### src/rtl/clsr_pkg.sv
// ----------------------------------------------------------------------------
// clsr_pkg
// Shared types, constants and the modular fold for the combined congruential
// generator with shuffle table.
// ----------------------------------------------------------------------------
package clsr_pkg;

  // generator moduli are 2^31 minus a small fold constant
  localparam logic [30:0] MOD_ONE        = 31'd2147483563;
  localparam logic [30:0] MOD_TWO        = 31'd2147483399;
  localparam logic [15:0] MUL_ONE        = 16'd40014;
  localparam logic [15:0] MUL_TWO        = 16'd40692;
  localparam logic [7:0]  FOLD_ONE       = 8'd85;
  localparam logic [7:0]  FOLD_TWO       = 8'd249;
  localparam logic [30:0] SPAN_ONE       = 31'd2147483562;
  localparam logic [30:0] SEED_TWO_RESET = 31'd123456789;
  localparam int          WARMUP         = 8;

  typedef enum logic {
    OP_DRAW,
    OP_RESEED
  } op_t;

  typedef enum logic {
    GEN_ONE,
    GEN_TWO
  } gen_sel_t;

  typedef enum logic [2:0] {
    ST_IDLE,
    ST_SEED_ISSUE,
    ST_SEED_WAIT,
    ST_DRAW_INIT,
    ST_DRAW_DIV,
    ST_DRAW_READ,
    ST_DRAW_DONE
  } state_t;

  // final fold: r < 2^31 + 2^24, returns r mod (2^31 - c)
  function automatic logic [30:0] mod_fold(input logic [31:0] r, input logic [7:0] c);
    logic [31:0] t;
    t = {1'b0, r[30:0]} + {24'b0, c};
    if (r[31] || t[31]) begin
      return t[30:0];
    end else begin
      return r[30:0];
    end
  endfunction

endpackage

### src/rtl/combined_lcg_shuffle_rng_top.sv
// ----------------------------------------------------------------------------
// combined_lcg_shuffle_rng_top
// Combined multiplicative congruential generator pair with a shuffle table,
// built around one shared three-stage modular multiplier and a small sequencer.
// ----------------------------------------------------------------------------
//
//  channel | valid     | stall     | payload
//  --------+-----------+-----------+--------------------------------
//  in      | in_valid  | in_stall  | operation, seed_value
//  out     | out_valid | out_stall | random_value
//
//  A plain draw steps the first and then the second generator through the
//  three-stage multiplier, the second issued in the cycle after the first,
//  while the slot estimate and its correction run alongside; then the table
//  is accessed and the result formed and loaded.
//  A reseed first runs the warm-up chain of TABLE_SIZE+WARMUP steps through the
//  three-stage multiplier, one step at a time.
//  in_stall is high during reset and from acceptance until the result is
//  loaded; a result held by out_stall does not block the next request, only
//  its completion.
//  Synchronous reset restores the generator states and empties the table.
//
module combined_lcg_shuffle_rng_top #(
  parameter int TABLE_SIZE = 32
) (
  input  logic        clk,
  input  logic        rst,
  input  logic        in_valid,
  output logic        in_stall,
  input  logic        operation,
  input  logic [30:0] seed_value,
  output logic        out_valid,
  input  logic        out_stall,
  output logic [30:0] random_value
);
  import clsr_pkg::*;

  localparam int AW  = $clog2(TABLE_SIZE);
  localparam int QW  = $clog2(TABLE_SIZE + 1);
  localparam int SW  = $clog2(TABLE_SIZE + WARMUP);
  localparam int RS  = 40;
  localparam logic [30:0] SLOT_DIV   = 31'(1 + SPAN_ONE / TABLE_SIZE);
  localparam logic [15:0] SLOT_RECIP = 16'((64'd1 << RS) / 64'(SLOT_DIV));

  state_t state, state_next;

  logic [30:0] first, second, last_output;
  logic [SW-1:0] step;

  // slot index: reciprocal estimate, then one compare and subtract
  logic [46:0]   recip_prod;
  logic [31:0]   quo_mul;
  logic [31:0]   rem_est;
  logic [QW-1:0] quo_est;
  logic [QW-1:0] quo;
  logic [1:0]    cnt;
  logic [AW-1:0] slot;

  // shared multiplier pipeline
  logic        v1, v2;
  gen_sel_t    sel1, sel2;
  logic [46:0] p1;
  logic [31:0] r2;
  logic [30:0] wb_res;

  // table
  logic [30:0]           mem [TABLE_SIZE];
  logic [TABLE_SIZE-1:0] vld_bits;
  logic [30:0]           rd_data;
  logic                  rd_hit;
  logic [30:0]           entry;

  // sequencer outputs
  logic        accept, reseed, seed_load, iss_vld, div_load, div_step;
  logic        mem_we, rd_en, lo_from_res, out_load;
  gen_sel_t    iss_sel;
  logic [AW-1:0] mem_wa;
  logic [30:0] mem_wd, seed_eff, iss_op, draw_value;
  logic [15:0] iss_mul;
  logic [7:0]  fold_c;
  logic [23:0] fold_prod;
  logic [32:0] diff_raw, diff_adj;

  assign in_stall = rst || (state != ST_IDLE);
  assign accept   = in_valid && !in_stall;
  // a plain draw with the first generator stuck at zero reseeds from one
  assign reseed   = (operation == OP_RESEED) || (first == '0);
  assign seed_eff = ((operation == OP_RESEED) && (seed_value != '0)) ? seed_value : 31'd1;

  assign slot = (quo >= QW'(TABLE_SIZE)) ? AW'(TABLE_SIZE - 1) : quo[AW-1:0];

  always_comb begin
    state_next  = state;
    seed_load   = 1'b0;
    iss_vld     = 1'b0;
    iss_sel     = GEN_ONE;
    div_load    = 1'b0;
    div_step    = 1'b0;
    mem_we      = 1'b0;
    mem_wa      = slot;
    mem_wd      = first;
    rd_en       = 1'b0;
    lo_from_res = 1'b0;
    out_load    = 1'b0;
    case (state)
      ST_IDLE: begin
        if (accept) begin
          seed_load  = reseed;
          state_next = reseed ? ST_SEED_ISSUE : ST_DRAW_INIT;
        end
      end
      ST_SEED_ISSUE: begin
        iss_vld    = 1'b1;
        state_next = ST_SEED_WAIT;
      end
      ST_SEED_WAIT: begin
        if (v2) begin
          mem_we = (step < SW'(TABLE_SIZE));
          mem_wa = step[AW-1:0];
          mem_wd = wb_res;
          if (step == '0) begin
            lo_from_res = 1'b1;
            state_next  = ST_DRAW_INIT;
          end else begin
            state_next = ST_SEED_ISSUE;
          end
        end
      end
      ST_DRAW_INIT: begin
        div_load   = 1'b1;
        iss_vld    = 1'b1;
        state_next = ST_DRAW_DIV;
      end
      ST_DRAW_DIV: begin
        div_step = 1'b1;
        if (cnt == 2'd0) begin
          iss_vld = 1'b1;
          iss_sel = GEN_TWO;
        end
        // wait for the second generator step to land
        if (cnt == 2'd2) begin
          state_next = ST_DRAW_READ;
        end
      end
      ST_DRAW_READ: begin
        // old entry is read out while the new first state goes in
        rd_en      = 1'b1;
        mem_we     = 1'b1;
        state_next = ST_DRAW_DONE;
      end
      ST_DRAW_DONE: begin
        if (!out_valid || !out_stall) begin
          out_load   = 1'b1;
          state_next = ST_IDLE;
        end
      end
      default: begin
        state_next = ST_IDLE;
      end
    endcase
  end

  always_ff @(posedge clk) begin
    if (rst) begin
      state <= ST_IDLE;
    end else begin
      state <= state_next;
    end
  end

  // multiplier stage one: 31 x 16 product
  assign iss_op  = (iss_sel == GEN_ONE) ? first : second;
  assign iss_mul = (iss_sel == GEN_ONE) ? MUL_ONE : MUL_TWO;

  // stage two: fold the bits above 2^31 back in
  assign fold_c    = (sel1 == GEN_ONE) ? FOLD_ONE : FOLD_TWO;
  assign fold_prod = 24'(p1[46:31]) * 24'(fold_c);

  // stage three: final fold and write-back
  assign wb_res = mod_fold(r2, (sel2 == GEN_ONE) ? FOLD_ONE : FOLD_TWO);

  always_ff @(posedge clk) begin
    if (rst) begin
      v1 <= 1'b0;
      v2 <= 1'b0;
    end else begin
      v1 <= iss_vld;
      v2 <= v1;
    end
    sel1 <= iss_sel;
    sel2 <= sel1;
    p1   <= 47'(iss_op) * 47'(iss_mul);
    r2   <= {1'b0, p1[30:0]} + {8'b0, fold_prod};
  end

  always_ff @(posedge clk) begin
    if (rst) begin
      first  <= 31'd1;
      second <= SEED_TWO_RESET;
    end else if (seed_load) begin
      first  <= seed_eff;
      second <= seed_eff;
    end else if (v2) begin
      if (sel2 == GEN_ONE) begin
        first <= wb_res;
      end else begin
        second <= wb_res;
      end
    end
  end

  always_ff @(posedge clk) begin
    if (rst) begin
      last_output <= '0;
    end else if (lo_from_res) begin
      last_output <= wb_res;
    end else if (out_load) begin
      last_output <= draw_value;
    end
  end

  always_ff @(posedge clk) begin
    if (seed_load) begin
      step <= SW'(TABLE_SIZE + WARMUP - 1);
    end else if (state == ST_SEED_WAIT && v2 && step != '0) begin
      step <= step - 1'b1;
    end
  end

  // estimate is low by at most one, the remainder check settles it
  assign recip_prod = {16'b0, last_output} * {31'b0, SLOT_RECIP};
  assign quo_mul    = 32'(quo_est) * 32'(SLOT_DIV);
  assign rem_est    = {1'b0, last_output} - quo_mul;

  always_ff @(posedge clk) begin
    if (div_load) begin
      quo_est <= recip_prod[RS +: QW];
      cnt     <= '0;
    end else if (div_step) begin
      if (cnt == 2'd0) begin
        quo <= quo_est + QW'(rem_est >= {1'b0, SLOT_DIV});
      end
      cnt <= cnt + 1'b1;
    end
  end

  always_ff @(posedge clk) begin
    if (mem_we) begin
      mem[mem_wa] <= mem_wd;
    end
    if (rd_en) begin
      rd_data <= mem[slot];
    end
  end

  // entries never written read as zero
  always_ff @(posedge clk) begin
    if (rst) begin
      vld_bits <= '0;
      rd_hit   <= 1'b0;
    end else begin
      if (rd_en) begin
        rd_hit <= vld_bits[slot];
      end
      if (mem_we) begin
        vld_bits[mem_wa] <= 1'b1;
      end
    end
  end

  assign entry      = rd_hit ? rd_data : '0;
  assign diff_raw   = {2'b00, entry} - {2'b00, second};
  assign diff_adj   = (diff_raw[32] || diff_raw == '0) ? diff_raw + {2'b00, SPAN_ONE} : diff_raw;
  assign draw_value = diff_adj[30:0];

  always_ff @(posedge clk) begin
    if (rst) begin
      out_valid <= 1'b0;
    end else if (out_load) begin
      out_valid <= 1'b1;
    end else if (!out_stall) begin
      out_valid <= 1'b0;
    end
  end

  always_ff @(posedge clk) begin
    if (out_load) begin
      random_value <= draw_value;
    end
  end

  // both generator steps must have landed before the table access
  assert property (@(posedge clk) disable iff (rst)
    (state == ST_DRAW_READ) |-> (!v1 && !v2))
    else $error("multiplier pipeline busy at table access");

  assert property (@(posedge clk) disable iff (rst)
    (v2 && sel2 == GEN_ONE) |-> (wb_res < MOD_ONE))
    else $error("first generator result not reduced");

  assert property (@(posedge clk) disable iff (rst)
    (v2 && sel2 == GEN_TWO) |-> (wb_res < MOD_TWO))
    else $error("second generator result not reduced");

  assert property (@(posedge clk) disable iff (rst)
    (state == ST_DRAW_READ) |-> (quo <= QW'(TABLE_SIZE)))
    else $error("slot quotient out of range");

  assert property (@(posedge clk) disable iff (rst)
    out_load |-> (draw_value != '0 && draw_value <= SPAN_ONE))
    else $error("draw outside output range");

endmodule

### config.mk
export PLATFORM = sky130hd
export DESIGN_NAME = combined_lcg_shuffle_rng_top
export DESIGN_NICKNAME = d
export VERILOG_FILES = /design/src/rtl/clsr_pkg.sv /design/src/rtl/combined_lcg_shuffle_rng_top.sv
export SDC_FILE = /design/constraint.sdc
export NUM_CORES = 2
export LEC_CHECK = 0
export BUFFER_PORTS_ARGS = -buffer_cell sky130_fd_sc_hd__clkbuf_2
export CORE_MARGIN = 8
export CORE_UTILIZATION = 64
export CTS_BUF_LIST = sky130_fd_sc_hd__clkbuf_16
export CTS_CLUSTER_DIAMETER = 200
export DETAILED_ROUTE_END_ITERATION = 16
export GPL_TIMING_DRIVEN = 0
export PLACE_DENSITY_LB_ADDON = 0.2
export SETUP_SLACK_MARGIN = 0.4
export SLEW_MARGIN = 20
export SYNTH_ARGS = -nofsm -noshare
export SYNTH_HDL_FRONTEND = slang
export SYNTH_SLANG_ARGS = --single-unit
### constraint.sdc
create_clock -name clk -period 11.3 [get_ports clk]
set_input_delay 0 -clock clk [delete_from_list [all_inputs] [get_ports clk]]
set_output_delay 0 -clock clk [all_outputs]
set_load 0.1 [all_outputs]
; After elaboration in Yosys (flattened, before gate mapping)
; Memory sizes are Yosys's and may differ from the RTL's. A register that Yosys moved wholly into a read port is not among the register bits.
; Cells that the tools add are included.
[word_totals]
ff_bits = 263
ramBits = 992
output_inout_bits = 33
n_memories = 1
[classes]
add_sub_neg = 8
n_mul = 3
order_cmp = 6
n_eq_ne = 13
muxes = 51
bitwise = 2
n_reduce_logical = 29
[memory_table]
columns = memory, words, word_bits, read_ports, rd_ports_with_merged_regs, write_ports, line_no
row1 = mem, 32, 31, 1, 1, 1, combined_lcg_shuffle_rng_top.sv:67  ; logic [30:0] mem [TABLE_SIZE];
[op_table]
columns = cell, n
row1 = two-way mux 31 bit, 15
row2 = subtractor 31 x 31 -> 32 bit, 2
row3 = multiplier 31 x 16 -> 47 bit, 1
row4 = logical NOT 33 bit, 1
row5 = adder 31 x 24 -> 32 bit, 1
row6 = adder 31 x 8 -> 32 bit, 1
row7 = greater-or-equal comparator 32 x 26 -> 1 bit (second input constant), 1
row8 = OR 32 bit, 1
row9 = adder 31 x 8 -> 31 bit (second input constant), 1
row10 = logical NOT 31 bit, 1
row11 = nonzero test 31 bit, 1
row12 = multiplier 5 x 25 -> 30 bit (second input constant), 1
row13 = multiplier 16 x 8 -> 24 bit, 1
row14 = case mux 3 bit (7 select lines), 1
row15 = two-way mux 1 bit, 19
row16 = two-way mux 8 bit, 2
row17 = two-way mux 5 bit, 3
row18 = < comparator 5 x 6 -> 1 bit (second input constant), 2
row19 = two-way mux 3 bit, 4
row20 = two-way mux 10 bit, 1
row21 = equality test 3 bit (second input constant), 3
row22 = inequality test 2 bit (second input constant), 4
row23 = adder 5 x 1 -> 6 bit, 1
row24 = equality test 3 x 2 -> 1 bit (second input constant), 2
row25 = other kinds (26), 42

; Logic depth before layout (Yosys ltp)
[depth]
ltp_word = 9
depth_mapped = 31
mapped_depth_nobuf = 30

; Worst setup path after synthesis
; No wires, ideal clock.
[synth_timing]
kind = reg-to-reg
from = register state[0]
to = register p1[43]
setup_ps = 72
t_arrival_ps = 7819
setup_slack_ps = 3409
path_stages_with_launch = 29
n_path_buf = 3
period_less_slack_ps = 7891
path_cell_list = dfxtp_1 clkbuf_1 nor2_1 nand3_1 clkbuf_1 clkbuf_1 o21ai_0 fa_1 fa_1 inv_1 fa_1 inv_1 fa_1 inv_1 fa_1 inv_1 fa_1 ha_1 a21o_1 a221oi_1 o22ai_1 a31oi_1 a31oi_1 o211a_1 o311a_1 o41ai_1 o21bai_1 a21oi_1 xnor2_1
[synth_between]
elab_chain_cells = 4
elab_cells_between_ends = 5
cone_classes = mul (1) / eq/ne (1) / mux (3)
[synth_rtl]
columns = element, line_no
row1 = "start, declared", combined_lcg_shuffle_rng_top.sv:45  ; state_t state, state_next;
row2 = "start signal, assigned", combined_lcg_shuffle_rng_top.sv:167  ; state <= state_next;
row3 = equality test 3 bit (*), combined_lcg_shuffle_rng_top.sv:105  ; case (state)
row4 = two-way mux 1 bit (*), combined_lcg_shuffle_rng_top.sv:105
row5 = two-way mux 31 bit / two-way mux 10 bit (equally long branches), "combined_lcg_shuffle_rng_top.sv:172, combined_lcg_shuffle_rng_top.sv:173"
row6 = multiplier 31 x 16 -> 47 bit (*), combined_lcg_shuffle_rng_top.sv:192  ; p1 <= 47'(iss_op) * 47'(iss_mul);
row7 = "end signal, assigned", combined_lcg_shuffle_rng_top.sv:192
row8 = "end, declared", combined_lcg_shuffle_rng_top.sv:62  ; logic [46:0] p1;
; Mark *: on every way between the ends. The rest lies on a longest branch, timed or not.
; A chain may end at the register's enable or synchronous reset.

; Worst setup path in the final report
; Ends and elaborated chain as after synthesis.

==> qor.txt <==
fraction of the yosys area taken by sequential cells = 51.5%
number of vias in the routed layout = 46800
global-route wire length before repair = 296 mm
number of flops mapped to enable cells by yosys = 1065
final period utilization = 86.2%
post-synth design cell area = 0.0706 sq mm
worst IR drop on VDD = 0.573 mV
number of endpoints with negative hold slack in the final report = 0
Max FO, Critical Path = 10
fill count = 7138
placed cell area = 0.0748 sq mm
Data required, critical path = 11950 ps
share of synthesized registers carrying an async set or reset = 0%
detailed placer's ending HPWL = 147 mm
Synthesis Warnings = 0
vias in the first global route = 47300
global route hottest layer = met2
pin count of the biggest net entering global routing = 33
count of routing violations after the opening detailed-route iteration = 5008
cell mode on critical path = fa_1
Die Footprint = 0.121 sq mm
Core Area = 0.110 sq mm
root buffer selected by CTS = clkbuf_16
gate count after technology mapping = 5478
first drt pass iteration count = 7
fraction of met3 tracks used by global routing = 6.15%
setup bufs post-CTS = 0
overall fraction of global-route tracks in use = 32.7%
RSZ-0062 raised after global routing = false
final setup TNS = 0 ps
result of the run = finished, final reports clean
count of buffers inserted at the top-level ports = 68
total non-filler cell area in the finished layout = 0.0794 sq mm
CTS tree = done
met1 layer usage reported by global route = 42.1%
crit path DAT = 10390 ps
number of cell rows = 122
Slew Limit Fails = 0
Synth Register Bits = 1284
number of CTS-inserted buffers = 132
P&R area growth vs syn = 12.5%
power density cells = 272 mW/mm^2
endpoint kind of the worst setup timing path = flop
Max-cap violations = 0
DRC viols = 0
distinct cell type count of the synthesized netlist = 92
maximum root-to-sink buffer count = 3
die outline width = 348 um
post-layout min period = 9740 ps
clk sink count = 1284
Overall Power = 21.6 mW
headroom to the max-slew limit = 16.2%
clock slew at reported path FFs = 50 ps
synthesized area per cell = 12.9 sq um
Clk Latency, worst-skew pair = 750 ps
startpoint types = flop
Total Nets Final = 6545
Final Routed Wirelength = 199 mm
vertical extent of the die = 348 um
most common library cell in the layout ignoring fill and taps = edfxtp_1
routability congestion estimate = 0.994
slowest cell on the critical path = o41ai_1
share of post-route cells with drive strength above 1 = 13.6%
post-DR vias/cell = 6.35
CP max stage delay = 630 ps
final setup violating endpoints = 0
HP Class = in2reg
most frequent cells in the layout = 1065 x edfxtp_1, 637 x inv_1, 404 x nand2_1
number of placed I/O pins = 69
detail-routed net length per standard cell = 27.0 um
worst clock skew on the final layout = 39.7 ps
post-route ant nets = 0
initial standard-cell utilization of the core = 64.1%
initial antenna violation count = 12
type of the worst setup path = reg2reg
global route total overflow = 0
standby leakage power = 31.3 nW
H-Tree Depth = 4
Syn Nets = 6246
achievable frequency = 103 MHz
met2 layer usage reported by global route = 53.5%
Slew @ Worst Pin = 1260 ps
Post-synth top flop = edfxtp_1
[power by group]
part           switching [mW]  internal, mW  leakage (nW)  total, mW
Clock                    1.86          2.42          2.18       4.29
Sequential              0.254          5.68          11.6       5.94
Combinational            6.88          4.49          17.6       11.4
Total                    9.00          12.6          31.3       21.6
[synthesized netlist by cell type (all sizes together) (22+ instances only)]
master  number  area [sq um]
a21oi      182           918
o21bai      23           173
nor2b       40           250
nor4        29           181
dfxtp      219          4380
buf         29           129
fa         394          7890
mux2i       71           711
a31oi       22           138
clkbuf     188           706
nor2       361          1360
nand4       29           181
nor3        63           320
edfxtp    1065         32000
nand2      416          1560
mux2       190          2140
a211oi      51           383
ha         338          4230
xnor2      100           883
o21a        24           180
o21ai      286          1450
mux4       163          3670
nand3       49           245
inv        611          2290
a21o        52           390
a221oi      66           578
nand2b      30           188
xor2        53           464
and2        64           400
[area by class of cell]
| cell class | count | area, sq um | area share, % |
|---|---|---|---|
| tap | 1488 | 1860 | 2.34 |
| sequential | 1284 | 36400 | 45.8 |
| multi-input combinational | 3366 | 31600 | 39.8 |
| inverter | 611 | 2290 | 2.89 |
| antenna | 4 | 10.0 | 0.0126 |
| clock buffer | 137 | 3430 | 4.32 |
| clock inverter | 100 | 833 | 1.05 |
| timing repair buffer | 165 | 2160 | 2.72 |
| buffer | 217 | 845 | 1.06 |
[worst max-delay path: cells and delay by family (launching register included)]
family	cells	cell delay, ps
XOR/XNOR	1	140
AO/OA/AOI/OAI	10	2970
adder cells (fa/ha/maj)	7	3450
flip-flops	1	300
buffers and inverters	9	2110
AND/OR/NAND/NOR	3	670
[routing by layer]
metal / vias up / share of wire [%]
met5: - / 0.017
met4: 4 / 5.9
met3: 654 / 9.1
met2: 2637 / 48
met1: 23300 / 37
li1: 20300 / -
[through the flow]
stage / instances / hold WS, ps / setup WS (ps) / utilization (%)
after floorplan: 5478 / 183 / 3410 / -
after global placement: 7034 / 307 / 1610 / 66.1
after detailed placement: 7096 / 331 / 1740 / 67.9
after CTS: 7367 / 66.9 / 1670 / 72.1
after global routing: 7368 / 175 / 1040 / 72.1
final: 7372 / 136 / 1560 / 72.2
[registers in the layout, summed over array words and instances (netlist names), 31 cells and up]
name	flops
first	31
mem	992
p1	46
r2	32
random_value	31
rd_data	31
second	31
vld_bits	32
[worst paths after layout]
kind	to	start	slack [ps]	depth (start not counted)
min	state[0]$_SDFFE_PP0P_	in_valid	140	6
min reg2reg	r2[30]$_DFF_P_	p1[30]$_DFF_P_	430	1
max reg2reg	p1[43]$_DFF_P_	state[0]$_SDFFE_PP0P_	1560	30
max	p1[43]$_DFF_P_	state[0]$_SDFFE_PP0P_	1560	30
[logic make-up after synthesis]
kind of cell	synth area share (%)
buf+inv	4.43
other cells	0.00531
fa+ha+maj	17.2
flops	51.5
compound gates	8.11
xor+xnor	1.91
simple gates	7.64
mux	9.24
[what timing repair did]
action,in CTS,in global routing
hold buffers,34,0
endpoints found under the hold margin,72,0
resized for setup,0,0
Note: power is estimated with default switching activity, not from simulation.
